### src/rtl/core/inb_pkg.sv
package inb_pkg;

  // Fixed field widths of the sample channel and the datapath.
  localparam int SAMPLE_W = 16;
  localparam int MAG_W    = 32;
  localparam int AVG_W    = 48;
  localparam int RATIO_W  = 16;
  localparam int PROD_W   = RATIO_W + AVG_W / 2;

  // Configuration port.
  localparam int CFG_ADDR_W = 3;
  localparam int CFG_DATA_W = 32;

  localparam logic [0:0] REG_ENABLE = 1'b0;
  localparam logic [0:0] REG_RATIO  = 1'b1;

  localparam logic [RATIO_W-1:0] RATIO_RESET = 16'd2560;

  typedef enum logic {
    OP_PASS,
    OP_BLANK
  } inb_op_t;

  typedef enum logic [1:0] {
    ST_SQUARE,
    ST_AVG,
    ST_MUL,
    ST_FIN
  } inb_state_t;

  typedef struct packed {
    logic signed [SAMPLE_W-1:0] in_i;
    logic signed [SAMPLE_W-1:0] in_q;
  } inb_in_t;

  typedef struct packed {
    logic signed [SAMPLE_W-1:0] out_i;
    logic signed [SAMPLE_W-1:0] out_q;
    logic                       was_blanked;
  } inb_out_t;

  typedef struct packed {
    inb_op_t op;
    inb_in_t sample;
  } inb_qent_t;

  typedef struct packed {
    logic full;
    logic empty;
  } inb_qstat_t;

endpackage

### src/rtl/core/inb_ram.sv
module inb_ram
  #(
    parameter int WIDTH = 32,
    parameter int DEPTH = 8
  )
  (
    input  logic                     clk,
    input  logic                     we,
    input  logic [$clog2(DEPTH)-1:0] waddr,
    input  logic [WIDTH-1:0]         wdata,
    input  logic [$clog2(DEPTH)-1:0] raddr,
    output logic [WIDTH-1:0]         rdata
  );

  logic [WIDTH-1:0] mem [DEPTH];
  logic [WIDTH-1:0] rdata_r;

  always_ff @(posedge clk) begin
    if (we) begin
      mem[waddr] <= wdata;
    end
    rdata_r <= mem[raddr];
  end

  assign rdata = rdata_r;

endmodule

### src/rtl/core/inb_front.sv
module inb_front
  import inb_pkg::*;
  (
    input  logic       clk,
    input  logic       rst_n,
    input  logic       in_valid,
    output logic       in_stall,
    input  inb_in_t    in_data,
    input  logic       blanker_enable,
    input  inb_qstat_t q_stat,
    output logic       q_push,
    output inb_qent_t  q_push_ent
  );

  logic      hold_valid_r;
  logic      hold_valid_nxt;
  inb_qent_t hold_r;
  inb_qent_t hold_nxt;

  // The holding register is free once its item moves into the queue.
  always_comb begin
    q_push         = hold_valid_r && !q_stat.full;
    in_stall       = hold_valid_r && q_stat.full;
    hold_valid_nxt = hold_valid_r;
    hold_nxt       = hold_r;
    if (!in_stall) begin
      hold_valid_nxt    = in_valid;
      hold_nxt.sample   = in_data;
      hold_nxt.op       = blanker_enable ? OP_BLANK : OP_PASS;
    end
  end

  assign q_push_ent = hold_r;

  always_ff @(posedge clk) begin
    if (!rst_n) begin
      hold_valid_r <= 1'b0;
    end else begin
      hold_valid_r <= hold_valid_nxt;
    end
  end

  always_ff @(posedge clk) begin
    hold_r <= hold_nxt;
  end

endmodule

### src/rtl/core/inb_queue.sv
module inb_queue
  import inb_pkg::*;
  (
    input  logic       clk,
    input  logic       rst_n,
    input  logic       push,
    input  inb_qent_t  push_ent,
    input  logic       pop,
    output inb_qent_t  head,
    output inb_qstat_t stat
  );

  localparam int QDEPTH = 2;

  inb_qent_t                   ent_r [QDEPTH];
  logic [$clog2(QDEPTH)-1:0]   wr_ptr_r;
  logic [$clog2(QDEPTH)-1:0]   wr_ptr_nxt;
  logic [$clog2(QDEPTH)-1:0]   rd_ptr_r;
  logic [$clog2(QDEPTH)-1:0]   rd_ptr_nxt;
  logic [$clog2(QDEPTH+1)-1:0] count_r;
  logic [$clog2(QDEPTH+1)-1:0] count_nxt;

  always_comb begin
    wr_ptr_nxt = wr_ptr_r;
    rd_ptr_nxt = rd_ptr_r;
    count_nxt  = count_r;
    if (push) begin
      wr_ptr_nxt = wr_ptr_r + 1'b1;
    end
    if (pop) begin
      rd_ptr_nxt = rd_ptr_r + 1'b1;
    end
    if (push && !pop) begin
      count_nxt = count_r + 1'b1;
    end else if (pop && !push) begin
      count_nxt = count_r - 1'b1;
    end
  end

  assign head       = ent_r[rd_ptr_r];
  assign stat.full  = (count_r == ($clog2(QDEPTH+1))'(QDEPTH));
  assign stat.empty = (count_r == '0);

  always_ff @(posedge clk) begin
    if (!rst_n) begin
      wr_ptr_r <= '0;
      rd_ptr_r <= '0;
      count_r  <= '0;
    end else begin
      wr_ptr_r <= wr_ptr_nxt;
      rd_ptr_r <= rd_ptr_nxt;
      count_r  <= count_nxt;
    end
  end

  always_ff @(posedge clk) begin
    if (push) begin
      ent_r[wr_ptr_r] <= push_ent;
    end
  end

endmodule

### src/rtl/core/inb_back.sv
module inb_back
  import inb_pkg::*;
  #(
    parameter int RING_DEPTH  = 8,
    parameter int HANG_LEN    = 7,
    parameter int READ_OFFSET = 0
  )
  (
    input  logic               clk,
    input  logic               rst_n,
    input  logic [RATIO_W-1:0] trigger_ratio,
    input  inb_qent_t          head,
    input  inb_qstat_t         q_stat,
    output logic               q_pop,
    output logic               out_valid,
    input  logic               out_stall,
    output inb_out_t           out_data
  );

  localparam int PW         = $clog2(RING_DEPTH);
  localparam int HW         = $clog2(HANG_LEN + 1);
  localparam int SQ_W       = 2 * SAMPLE_W - 1;
  localparam int X66_W      = AVG_W + 7;
  localparam int DEC_W      = X66_W - 16;
  localparam int MX_W       = MAG_W + 7;
  localparam int HALF_W     = AVG_W / 2;
  localparam int RD_RESET   = (RING_DEPTH - (READ_OFFSET % RING_DEPTH)) % RING_DEPTH;
  localparam bit ZERO_DELAY = (READ_OFFSET % RING_DEPTH) == 0;

  inb_state_t state_r;
  inb_state_t state_nxt;

  logic [PW-1:0]         wr_pos_r, wr_pos_nxt;
  logic [PW-1:0]         rd_pos_r, rd_pos_nxt;
  logic [RING_DEPTH-1:0] ring_vld_r, ring_vld_nxt;
  logic [AVG_W-1:0]      avg_r, avg_nxt;
  logic [HW-1:0]         hang_r, hang_nxt;
  logic                  out_valid_r, out_valid_nxt;
  inb_out_t              out_data_r, out_data_nxt;

  inb_in_t               smp_r, smp_nxt;
  logic [SQ_W-1:0]       isq_r, isq_nxt;
  logic [SQ_W-1:0]       qsq_r, qsq_nxt;
  logic [MAG_W-1:0]      mag_r, mag_nxt;
  logic [PROD_W-1:0]     phi_r, phi_nxt;
  logic [PROD_W-1:0]     plo_r, plo_nxt;
  logic                  rd_vld_r, rd_vld_nxt;

  logic signed [2*SAMPLE_W-1:0] isq_full;
  logic signed [2*SAMPLE_W-1:0] qsq_full;
  logic [MAG_W-1:0]      mag_c;
  logic [X66_W-1:0]      avg_x66;
  logic [DEC_W-1:0]      dec;
  logic [MX_W-1:0]       mag_x66;
  logic [AVG_W:0]        avg_sum;
  logic [PROD_W-1:0]     thr;
  logic                  trig;
  logic [HW-1:0]         hang_eff;
  logic                  blank;
  logic                  out_free;
  logic                  ram_we;
  logic [2*SAMPLE_W-1:0] ram_rdata;
  inb_in_t               ring_smp;
  inb_in_t               delayed;

  inb_ram #(
    .WIDTH (2 * SAMPLE_W),
    .DEPTH (RING_DEPTH)
  ) u_ring (
    .clk   (clk),
    .we    (ram_we),
    .waddr (wr_pos_r),
    .wdata (head.sample),
    .raddr (rd_pos_r),
    .rdata (ram_rdata)
  );

  assign ring_smp = ram_rdata;

  // Squares of the queue head, taken as the item leaves the queue.
  assign isq_full = head.sample.in_i * head.sample.in_i;
  assign qsq_full = head.sample.in_q * head.sample.in_q;

  // Average update: avg - floor(avg*66/2^16) + mag*66, all by shifts and adds.
  assign mag_c   = {1'b0, isq_r} + {1'b0, qsq_r};
  assign avg_x66 = ({7'd0, avg_r} << 6) + ({7'd0, avg_r} << 1);
  assign dec     = avg_x66[X66_W-1:16];
  assign mag_x66 = ({7'd0, mag_c} << 6) + ({7'd0, mag_c} << 1);
  assign avg_sum = {1'b0, avg_r} - {{(AVG_W + 1 - DEC_W){1'b0}}, dec}
                   + {{(AVG_W + 1 - MX_W){1'b0}}, mag_x66};

  // Threshold floor(ratio*avg/2^24) from the two registered partial products.
  assign thr      = phi_r + {{HALF_W{1'b0}}, plo_r[PROD_W-1:HALF_W]};
  assign trig     = (hang_r == '0) && ({{(PROD_W - MAG_W){1'b0}}, mag_r} > thr);
  assign hang_eff = trig ? HW'(HANG_LEN) : hang_r;
  assign blank    = (hang_eff != '0);

  assign delayed  = ZERO_DELAY ? smp_r : (rd_vld_r ? ring_smp : '0);
  assign out_free = !out_valid_r || !out_stall;

  always_ff @(posedge clk) begin
    if (!rst_n) begin
      state_r <= ST_SQUARE;
    end else begin
      state_r <= state_nxt;
    end
  end

  always_comb begin
    state_nxt     = state_r;
    wr_pos_nxt    = wr_pos_r;
    rd_pos_nxt    = rd_pos_r;
    ring_vld_nxt  = ring_vld_r;
    avg_nxt       = avg_r;
    hang_nxt      = hang_r;
    out_valid_nxt = out_valid_r && out_stall;
    out_data_nxt  = out_data_r;
    smp_nxt       = smp_r;
    isq_nxt       = isq_r;
    qsq_nxt       = qsq_r;
    mag_nxt       = mag_r;
    phi_nxt       = phi_r;
    plo_nxt       = plo_r;
    rd_vld_nxt    = rd_vld_r;
    q_pop         = 1'b0;
    ram_we        = 1'b0;
    case (state_r)
      ST_SQUARE: begin
        if (!q_stat.empty) begin
          if (head.op == OP_PASS) begin
            if (out_free) begin
              q_pop                    = 1'b1;
              out_valid_nxt            = 1'b1;
              out_data_nxt.out_i       = head.sample.in_i;
              out_data_nxt.out_q       = head.sample.in_q;
              out_data_nxt.was_blanked = 1'b0;
            end
          end else begin
            q_pop                  = 1'b1;
            ram_we                 = 1'b1;
            ring_vld_nxt[wr_pos_r] = 1'b1;
            smp_nxt                = head.sample;
            isq_nxt                = isq_full[SQ_W-1:0];
            qsq_nxt                = qsq_full[SQ_W-1:0];
            state_nxt              = ST_AVG;
          end
        end
      end
      ST_AVG: begin
        mag_nxt   = mag_c;
        avg_nxt   = avg_sum[AVG_W-1:0];
        state_nxt = ST_MUL;
      end
      ST_MUL: begin
        phi_nxt    = trigger_ratio * avg_r[AVG_W-1:HALF_W];
        plo_nxt    = trigger_ratio * avg_r[HALF_W-1:0];
        rd_vld_nxt = ring_vld_r[rd_pos_r];
        state_nxt  = ST_FIN;
      end
      ST_FIN: begin
        if (out_free) begin
          out_valid_nxt            = 1'b1;
          out_data_nxt.out_i       = blank ? '0 : delayed.in_i;
          out_data_nxt.out_q       = blank ? '0 : delayed.in_q;
          out_data_nxt.was_blanked = blank;
          hang_nxt                 = blank ? hang_eff - 1'b1 : '0;
          wr_pos_nxt = (wr_pos_r == PW'(RING_DEPTH - 1)) ? '0 : wr_pos_r + 1'b1;
          rd_pos_nxt = (rd_pos_r == PW'(RING_DEPTH - 1)) ? '0 : rd_pos_r + 1'b1;
          state_nxt  = ST_SQUARE;
        end
      end
      default: begin
        state_nxt = ST_SQUARE;
      end
    endcase
  end

  always_ff @(posedge clk) begin
    if (!rst_n) begin
      wr_pos_r    <= '0;
      rd_pos_r    <= PW'(RD_RESET);
      ring_vld_r  <= '0;
      avg_r       <= '0;
      hang_r      <= '0;
      out_valid_r <= 1'b0;
    end else begin
      wr_pos_r    <= wr_pos_nxt;
      rd_pos_r    <= rd_pos_nxt;
      ring_vld_r  <= ring_vld_nxt;
      avg_r       <= avg_nxt;
      hang_r      <= hang_nxt;
      out_valid_r <= out_valid_nxt;
    end
  end

  always_ff @(posedge clk) begin
    out_data_r <= out_data_nxt;
    smp_r      <= smp_nxt;
    isq_r      <= isq_nxt;
    qsq_r      <= qsq_nxt;
    mag_r      <= mag_nxt;
    phi_r      <= phi_nxt;
    plo_r      <= plo_nxt;
    rd_vld_r   <= rd_vld_nxt;
  end

  assign out_valid = out_valid_r;
  assign out_data  = out_data_r;

endmodule

### src/rtl/core/impulse_noise_blanker_top.sv
// Channel   Direction  Handshake            Payload
// in_       input      in_valid / in_stall  inb_in_t  (in_i, in_q)
// out_      output     out_valid/out_stall  inb_out_t (out_i, out_q, was_blanked)
// APB       input      psel/penable/pready  blanker_enable at 0x0, trigger_ratio at 0x4
//
// An item entering with the blanker enabled passes four steps in the back sequencer
// (square, average update, threshold multiply, decide), and the sequencer takes no new
// item until decide is done. With the blanker disabled an item leaves the queue straight
// into the output register. Items pass the front holding register, then the two-entry queue.
// Reset is synchronous and active low; the ring is cleared by per-entry valid bits,
// so no clearing pass is needed and items are taken right after reset.
// The input stalls only when the holding register and the queue are both full. While a
// result waits, an enabled item gets through its first three steps and holds at decide.
module impulse_noise_blanker_top
  import inb_pkg::*;
  #(
    parameter int RING_DEPTH  = 8,
    parameter int HANG_LEN    = 7,
    parameter int READ_OFFSET = 0
  )
  (
    input  logic                  clk,
    input  logic                  rst_n,

    input  logic                  in_valid,
    output logic                  in_stall,
    input  inb_in_t               in_data,

    output logic                  out_valid,
    input  logic                  out_stall,
    output inb_out_t              out_data,

    input  logic                  psel,
    input  logic                  penable,
    input  logic                  pwrite,
    input  logic [CFG_ADDR_W-1:0] paddr,
    input  logic [CFG_DATA_W-1:0] pwdata,
    output logic [CFG_DATA_W-1:0] prdata,
    output logic                  pready
  );

  // Configuration registers. Registers sit on 32-bit word addresses, so bit 2 of
  // the address picks one of the two.
  logic               enable_r;
  logic               enable_nxt;
  logic [RATIO_W-1:0] ratio_r;
  logic [RATIO_W-1:0] ratio_nxt;
  logic [0:0]         reg_idx;
  logic               cfg_wr;

  assign pready  = 1'b1;
  assign reg_idx = paddr[2];
  assign cfg_wr  = psel && penable && pwrite && pready;

  always_comb begin
    enable_nxt = enable_r;
    ratio_nxt  = ratio_r;
    if (cfg_wr) begin
      case (reg_idx)
        REG_ENABLE: enable_nxt = pwdata[0];
        REG_RATIO:  ratio_nxt  = pwdata[RATIO_W-1:0];
        default: begin
          enable_nxt = enable_r;
        end
      endcase
    end
  end

  always_comb begin
    case (reg_idx)
      REG_ENABLE: prdata = {{(CFG_DATA_W - 1){1'b0}}, enable_r};
      REG_RATIO:  prdata = {{(CFG_DATA_W - RATIO_W){1'b0}}, ratio_r};
      default:    prdata = '0;
    endcase
  end

  always_ff @(posedge clk) begin
    if (!rst_n) begin
      enable_r <= 1'b0;
      ratio_r  <= RATIO_RESET;
    end else begin
      enable_r <= enable_nxt;
      ratio_r  <= ratio_nxt;
    end
  end

  // The front tags each item as pass-through or blanking work, the queue decouples
  // it from the back end, and the back end runs the average, trigger and ring.
  logic       q_push;
  logic       q_pop;
  inb_qent_t  q_push_ent;
  inb_qent_t  q_head;
  inb_qstat_t q_stat;

  inb_front u_front (
    .clk            (clk),
    .rst_n          (rst_n),
    .in_valid       (in_valid),
    .in_stall       (in_stall),
    .in_data        (in_data),
    .blanker_enable (enable_r),
    .q_stat         (q_stat),
    .q_push         (q_push),
    .q_push_ent     (q_push_ent)
  );

  inb_queue u_queue (
    .clk      (clk),
    .rst_n    (rst_n),
    .push     (q_push),
    .push_ent (q_push_ent),
    .pop      (q_pop),
    .head     (q_head),
    .stat     (q_stat)
  );

  inb_back #(
    .RING_DEPTH  (RING_DEPTH),
    .HANG_LEN    (HANG_LEN),
    .READ_OFFSET (READ_OFFSET)
  ) u_back (
    .clk           (clk),
    .rst_n         (rst_n),
    .trigger_ratio (ratio_r),
    .head          (q_head),
    .q_stat        (q_stat),
    .q_pop         (q_pop),
    .out_valid     (out_valid),
    .out_stall     (out_stall),
    .out_data      (out_data)
  );

  // The front never pushes into a full queue.
  a_push_room: assert property (@(posedge clk) disable iff (!rst_n)
    q_push |-> !q_stat.full)
    else $error("queue push while full");

  // The back end only takes items that are present.
  a_pop_data: assert property (@(posedge clk) disable iff (!rst_n)
    q_pop |-> !q_stat.empty)
    else $error("queue pop while empty");

  // A blanked result carries a zero sample.
  a_blank_zero: assert property (@(posedge clk) disable iff (!rst_n)
    (out_valid && out_data.was_blanked) |-> (out_data.out_i == '0 && out_data.out_q == '0))
    else $error("blanked result with nonzero sample");

endmodule
### config.mk
export PLATFORM = sky130hd
export DESIGN_NAME = impulse_noise_blanker_top
export DESIGN_NICKNAME = d
export VERILOG_FILES = /design/src/rtl/core/inb_pkg.sv /design/src/rtl/core/inb_ram.sv /design/src/rtl/core/inb_front.sv /design/src/rtl/core/inb_queue.sv /design/src/rtl/core/inb_back.sv /design/src/rtl/core/impulse_noise_blanker_top.sv
export SDC_FILE = /design/constraint.sdc
export NUM_CORES = 2
export LEC_CHECK = 0
export BUFFER_PORTS_ARGS = -buffer_cell sky130_fd_sc_hd__buf_4
export CORE_MARGIN = 5
export CORE_UTILIZATION = 35
export DETAILED_ROUTE_END_ITERATION = 10
export MAX_ROUTING_LAYER = met4
export SYNTH_ARGS = -nofsm -noshare
export SYNTH_HDL_FRONTEND = slang
export SYNTH_SLANG_ARGS = --single-unit
### constraint.sdc
create_clock -name clk -period 10.2 [get_ports clk]
set_clock_uncertainty 0.15 [all_clocks]
set_input_delay 0 -clock clk [delete_from_list [all_inputs] [get_ports clk]]
set_output_delay 0 -clock clk [all_outputs]
set_load 0.02 [all_outputs]
# Word level (Yosys, flattened, before mapping)
# Memories as Yosys holds them, arrays and structs flattened. A register that Yosys moved wholly into a read port is not among the register bits.
# Cells that the tools add are included.
[op_classes]
reduce_logical = 26
n_addsub = 11
muxes = 29
order_cmp = 1
bitwise = 2
mul = 4
eq_ne = 9
[op_table]
columns = ["op", "count"]
rows = [
  ["2-to-1 mux 33 bit", 4],
  ["multiplier 16 x 24 -> 40 bit", 2],
  ["one-hot mux 33 bit (2 select lines)", 1],
  ["one-hot mux 32 bit (2 select lines)", 1],
  ["multiplier 16 x 16 -> 31 bit", 2],
  ["adder 54 x 49 -> 55 bit", 1],
  ["adder 48 x 39 -> 48 bit", 1],
  ["subtractor 48 x 39 -> 48 bit", 1],
  ["adder 40 x 16 -> 40 bit", 1],
  ["greater-than comparator 32 x 40 -> 1 bit", 1],
  ["adder 38 x 33 -> 39 bit", 1],
  ["adder 31 x 31 -> 32 bit", 1],
  ["2-to-1 mux 16 bit", 2],
  ["2-to-1 mux 1 bit", 12],
  ["2-to-1 mux 2 bit", 5],
  ["logical AND 1 bit", 8],
  ["one-hot mux 2 bit (4 select lines)", 1],
  ["== test 2 bit, second input constant", 3],
  ["2-to-1 mux 3 bit", 2],
  ["inequality test 2 x 1 -> 1 bit, second input constant", 3],
  ["AND reduction 2 bit", 3],
  ["AND reduction 3 bit", 2],
  ["zero test 1 bit", 5],
  ["AND reduction 5 bit", 1],
  ["13 further kinds", 18],
]
[word_totals]
in_bits = 74
mem_bits_rw = 66
memories = 1
elab_cells = 106
reg_bits = 348
output_inout_bits = 68
[memory_table]
columns = ["name", "depth", "width", "rd", "rd_clocked_by_memory_dff", "wr", "line_no", "source"]
rows = [
  ["u_queue.ent_r", 2, 33, 1, 1, 1, "inb_queue.sv:15", "inb_qent_t ent_r [QDEPTH];"],
]

# Logic depth before layout (Yosys ltp)
[depth]
ltp_word = 9
depth_mapped = 31
depth_no_buf = 27

# By module
# A second synthesis with hierarchy kept.
[unflattened]
hier_cells = 6555
hier_area_um2 = 63348.3
[modules_own_cells]
columns = ["mod", "cells_each", "n_inst", "seq_area_each_um2", "area_each_um2"]
rows = [
  ["inb_back", 6282, 1, 7417.1, 58763.9],
  ["inb_queue", 125, 1, 2082.0, 2592.5],
  ["inb_front", 38, 1, 1011.0, 1037.2],
  ["impulse_noise_blanker_top", 110, 1, 340.3, 954.7],
]

# Worst setup path after synthesis
# No wires, ideal clock.
[synth_path]
kind = "reg-to-reg"
start = "register with a tool-made name"
end = "register u_back.qsq_r[30], data pin"
required_ps = 9790
path_stages_with_launch = 25
path_slack_ps = 2424
n_path_buf = 2
setup_time_ps = 260
arrival_time_ps = 7366
period_less_slack_ps = 7776
path_cell_list = "dfxtp_1 clkbuf_1 buf_1 mux2i_1 clkinv_1 nand2_1 inv_1 fa_1 fa_1 inv_1 fa_1 inv_1 fa_1 fa_1 inv_1 fa_1 inv_1 ha_1 a21o_1 a2111oi_0 a31oi_1 a221oi_1 o2111ai_1 a21oi_1 xnor2_1"
[synth_rtl]
columns = ["item", "line_no", "source"]
rows = [
  ["to (signal assigned)", "inb_back.sv:200", "qsq_r <= qsq_nxt;"],
  ["to (decl)", "inb_back.sv:43", "logic [SQ_W-1:0] qsq_r, qsq_nxt;"],
]

==> flow_metrics.env <==
export IMPL_status="finished, final reports clean"
export IMPL_vias=44920
export IMPL_fmax_mhz=119.8
export IMPL_rows=156
export IMPL_period_needed_ns=8.344
export IMPL_synth_compound_area_share_pct=7.413
export IMPL_cts_resized=0
export IMPL_yosysUniqueCellTypes=97
export IMPL_die_w_microns=435.1
export IMPL_start_kind="flip-flop"
export IMPL_htree_levels=2
export IMPL_period_share_pct=81.81
export IMPL_cp_max_fo=18
export IMPL_postCtsSetupBuffers=0
export IMPL_tns_ns=0
export IMPL_root_buffer="clkbuf_16"
export IMPL_final_layout_size_suffix_gt1_share_pct=5.167
export IMPL_grt_first_pass_wirelength_microns=264400
export IMPL_die_area_sq_um=189300
export IMPL_cts_buffers=44
export IMPL_yosysTopAreaCell="fa_1"
export IMPL_n_fill_cell=17980
export IMPL_drc=0
export IMPL_antenna_found_initial=3
export IMPL_slew_headroom_pct=24.58
export IMPL_synth_cells=6644
export IMPL_hpwl_microns=126800
export IMPL_initial_core_util_pct=35.07
export IMPL_path_clk_slew_ns=0.06
export IMPL_die_h_microns=435.1
export IMPL_hold_buffers=108
export IMPL_clk_latency_ns=0.64
export IMPL_grt_usage_pct=17.84
export IMPL_grt_max_degree=70
export IMPL_hp_class="in2reg"
export IMPL_wl_per_cell_microns=17.60
export IMPL_synth_mux_area_share_pct=0.9395
export IMPL_synth_main_ff_cell="edfxtp_1"
export IMPL_clk_path_buf_depth=3
export IMPL_netlist_area_leader_share_pct=36.11
export IMPL_finalSetupViolCount=0
export IMPL_syn_area_sq_um=63260
export IMPL_dr_first_iter_drc_count=2511
export IMPL_required_ns=10.44
export IMPL_synth_top_family_by_area="adder cells"
export IMPL_synthXorXnorAreaFrac_pct=3.489
export IMPL_port_buffers=106
export IMPL_grt_pass1_vias=48300
export IMPL_wl_microns=161600
export IMPL_synth_fa_ha_area_share_pct=47.42
export IMPL_rsz0062_at_grt="no"
export IMPL_ys_seq_area_share_pct=17.15
export IMPL_cts_sinks=387
export IMPL_synth_seq_cells=387
export IMPL_place_gp_congestion=0.8977
export IMPL_grt_ovfl_total=0
export IMPL_synth_edf_count=310
export IMPL_setup_slack_ns=1.856
export IMPL_antenna_left=0
export IMPL_core_area_sq_um=180400
export IMPL_via_per_inst=4.892
export IMPL_syn2layout_area_growth_pct=9.943
export IMPL_tightest_slew_ns=1.130
export IMPL_post_place_ws_ns=1.890
export IMPL_synth_area_leaders="fa_1 (36%), edfxtp_1 (15%), ha_1 (11%)"
export IMPL_report_final_hold_viol_count=0
export IMPL_yosys_area_share_simple_pct=12.79
export IMPL_drt_first_pass_iters=5
export IMPL_worstSetupPathType="reg2reg"
export IMPL_crit_arrival_ns=8.58
export IMPL_finalNetCount=8565
export IMPL_critPathCaptureType="flip-flop"
export IMPL_cap_viol_max_count=0
export IMPL_async_reset_ff_share_pct=0
export IMPL_avgSynthCellArea_sq_um=9.521
export IMPL_cts_tree="built"
export IMPL_drv_slew=0
export IMPL_yosysWarnings=0
export IMPL_io_pins=142
[synthesized netlist by cell type (all sizes together), types with 5 or more instances]
cell type     n
or3          12
buf          34
and3         29
xor2         80
o21a         33
nor2        319
a21oi       225
o21ai       124
nor4          5
nand2b       19
and2        347
nor2b        43
nand2       727
a2111oi      10
nand4        29
o211ai       14
clkinv       17
nand3       112
a31oi        18
xnor2       172
a21boi        7
a221oi        7
inv        1523
clkbuf      217
mux2i        56
or2           7
o311ai        6
and4          8
a21o        119
o21bai       23
ha          572
edfxtp      310
nand4b        5
fa         1141
a311oi        7
dfxtp        77
o22ai        35
a31o          6
a211oi       21
nor3         50
o31ai        11
[cells in the final DEF (no fill, tap or decap), types with 10 or more instances in the layout]
cell type and count:
nand2_1 727, clkinv_1 18, nor2_1 315, a21o_1 119
nor2b_1 43, xnor2_1 172, o31ai_1 10, o21bai_1 22
o22ai_1 35, ha_1 569, edfxtp_1 310, fa_1 1141
conb_1 17, clkbuf_16 45, a31oi_1 17, nand4_1 29
and3_1 29, and2_1 347, a21oi_1 222, dlygate4sd3_1 108
o21a_1 33, inv_1 1522, or3_1 12, nand3_1 112
o211ai_1 14, nor3_1 48, buf_4 215, nand2b_1 19
a211oi_1 20, mux2i_1 53, dfxtp_1 68, o21ai_1 22
xor2_1 80, o21ai_0 100
[per-stage QoR]
step | instances | utilization [%] | instance area [sq um] | hold WS (ns)
floorplan | 6659 | - | 63310 | -0.05113
global placement | 8994 | 37.12 | 66950 | 0.02961
detailed placement | 8994 | 37.12 | 66950 | 0.02950
CTS | 9182 | 38.56 | 69540 | 0.005804
global route | 9182 | 38.56 | 69540 | 0.04850
finish | 9183 | 38.56 | 69550 | 0.04305
[state kept, by name, indices dropped and copies added, names as in the netlist, 30 cells and up, named ones only]
name and flops:
u_back.avg_r 48, u_back.isq_r 30, u_back.qsq_r 30, u_back.phi_r 40
u_front.q_push_ent 33, u_back.delayed 30, u_back.mag_r 32, u_back.out_data 33
u_queue.ent_r 66
[worst paths after layout]
check | startpoint | endpoint | slack, ns | depth (start not counted)
max | flip-flop | u_back.isq_r[29] | 1.86 | 27
min | in_valid | u_front.hold_valid_r | 0.04 | 4
max reg2reg | flip-flop | u_back.isq_r[29] | 1.86 | 27
min reg2reg | u_front.q_push_ent[12] | u_queue.ent_r[0][12] | 0.30 | 0
[critical path, cell delays in order, from the launching register on]
cell and delay (ns):
dfxtp_2 0.71, buf_12 0.26, mux2i_1 0.20, buf_4 0.23
clkinv_1 0.38, nand2_1 0.25, inv_1 0.09, fa_1 0.55
inv_1 0.06, fa_1 0.53, inv_1 0.05, fa_1 0.50
inv_1 0.06, fa_1 0.52, inv_1 0.05, fa_1 0.49
fa_1 0.42, ha_1 0.34, a21o_1 0.20, a21oi_1 0.29
o21ai_0 0.18, a31oi_1 0.31, o21ai_1 0.19, o41ai_2 0.47
o211a_1 0.23, o21bai_1 0.08, a21oi_1 0.18, xnor2_1 0.08
[kinds of logic (layout without fill, tap and decap cells)]
group,count (synthesis),after routing
other,2,18
AND/OR/NAND/NOR,1729,1729
flip-flops,387,387
XOR/XNOR,252,252
adder cells (fa/ha/maj),1713,1713
AO/OA/AOI/OAI,711,711
multiplexers,59,59
buffers and inverters,1791,1944
[layer usage]
metal	share of wire (%)	track usage, %
met1	45	24.14
met2	48	29.34
met3	4.8	1.489
met4	2.3	4.124
met5	0	-
[layout make-up]
class / instances / area (sq um) / area share [%]
antenna: 1 / 2.502 / 0.003598
clock buffer: 53 / 1156 / 1.662
clock inverter: 27 / 359.1 / 0.5163
inverter: 1540 / 5781 / 8.312
multi-input combinational: 4481 / 45710 / 65.72
sequential: 387 / 10860 / 15.62
tap: 2370 / 2965 / 4.264
timing repair buffer: 324 / 2715 / 3.904
Power is not shown: default switching activity piles up to over one toggle a cycle in this logic, so the estimate is an artifact.
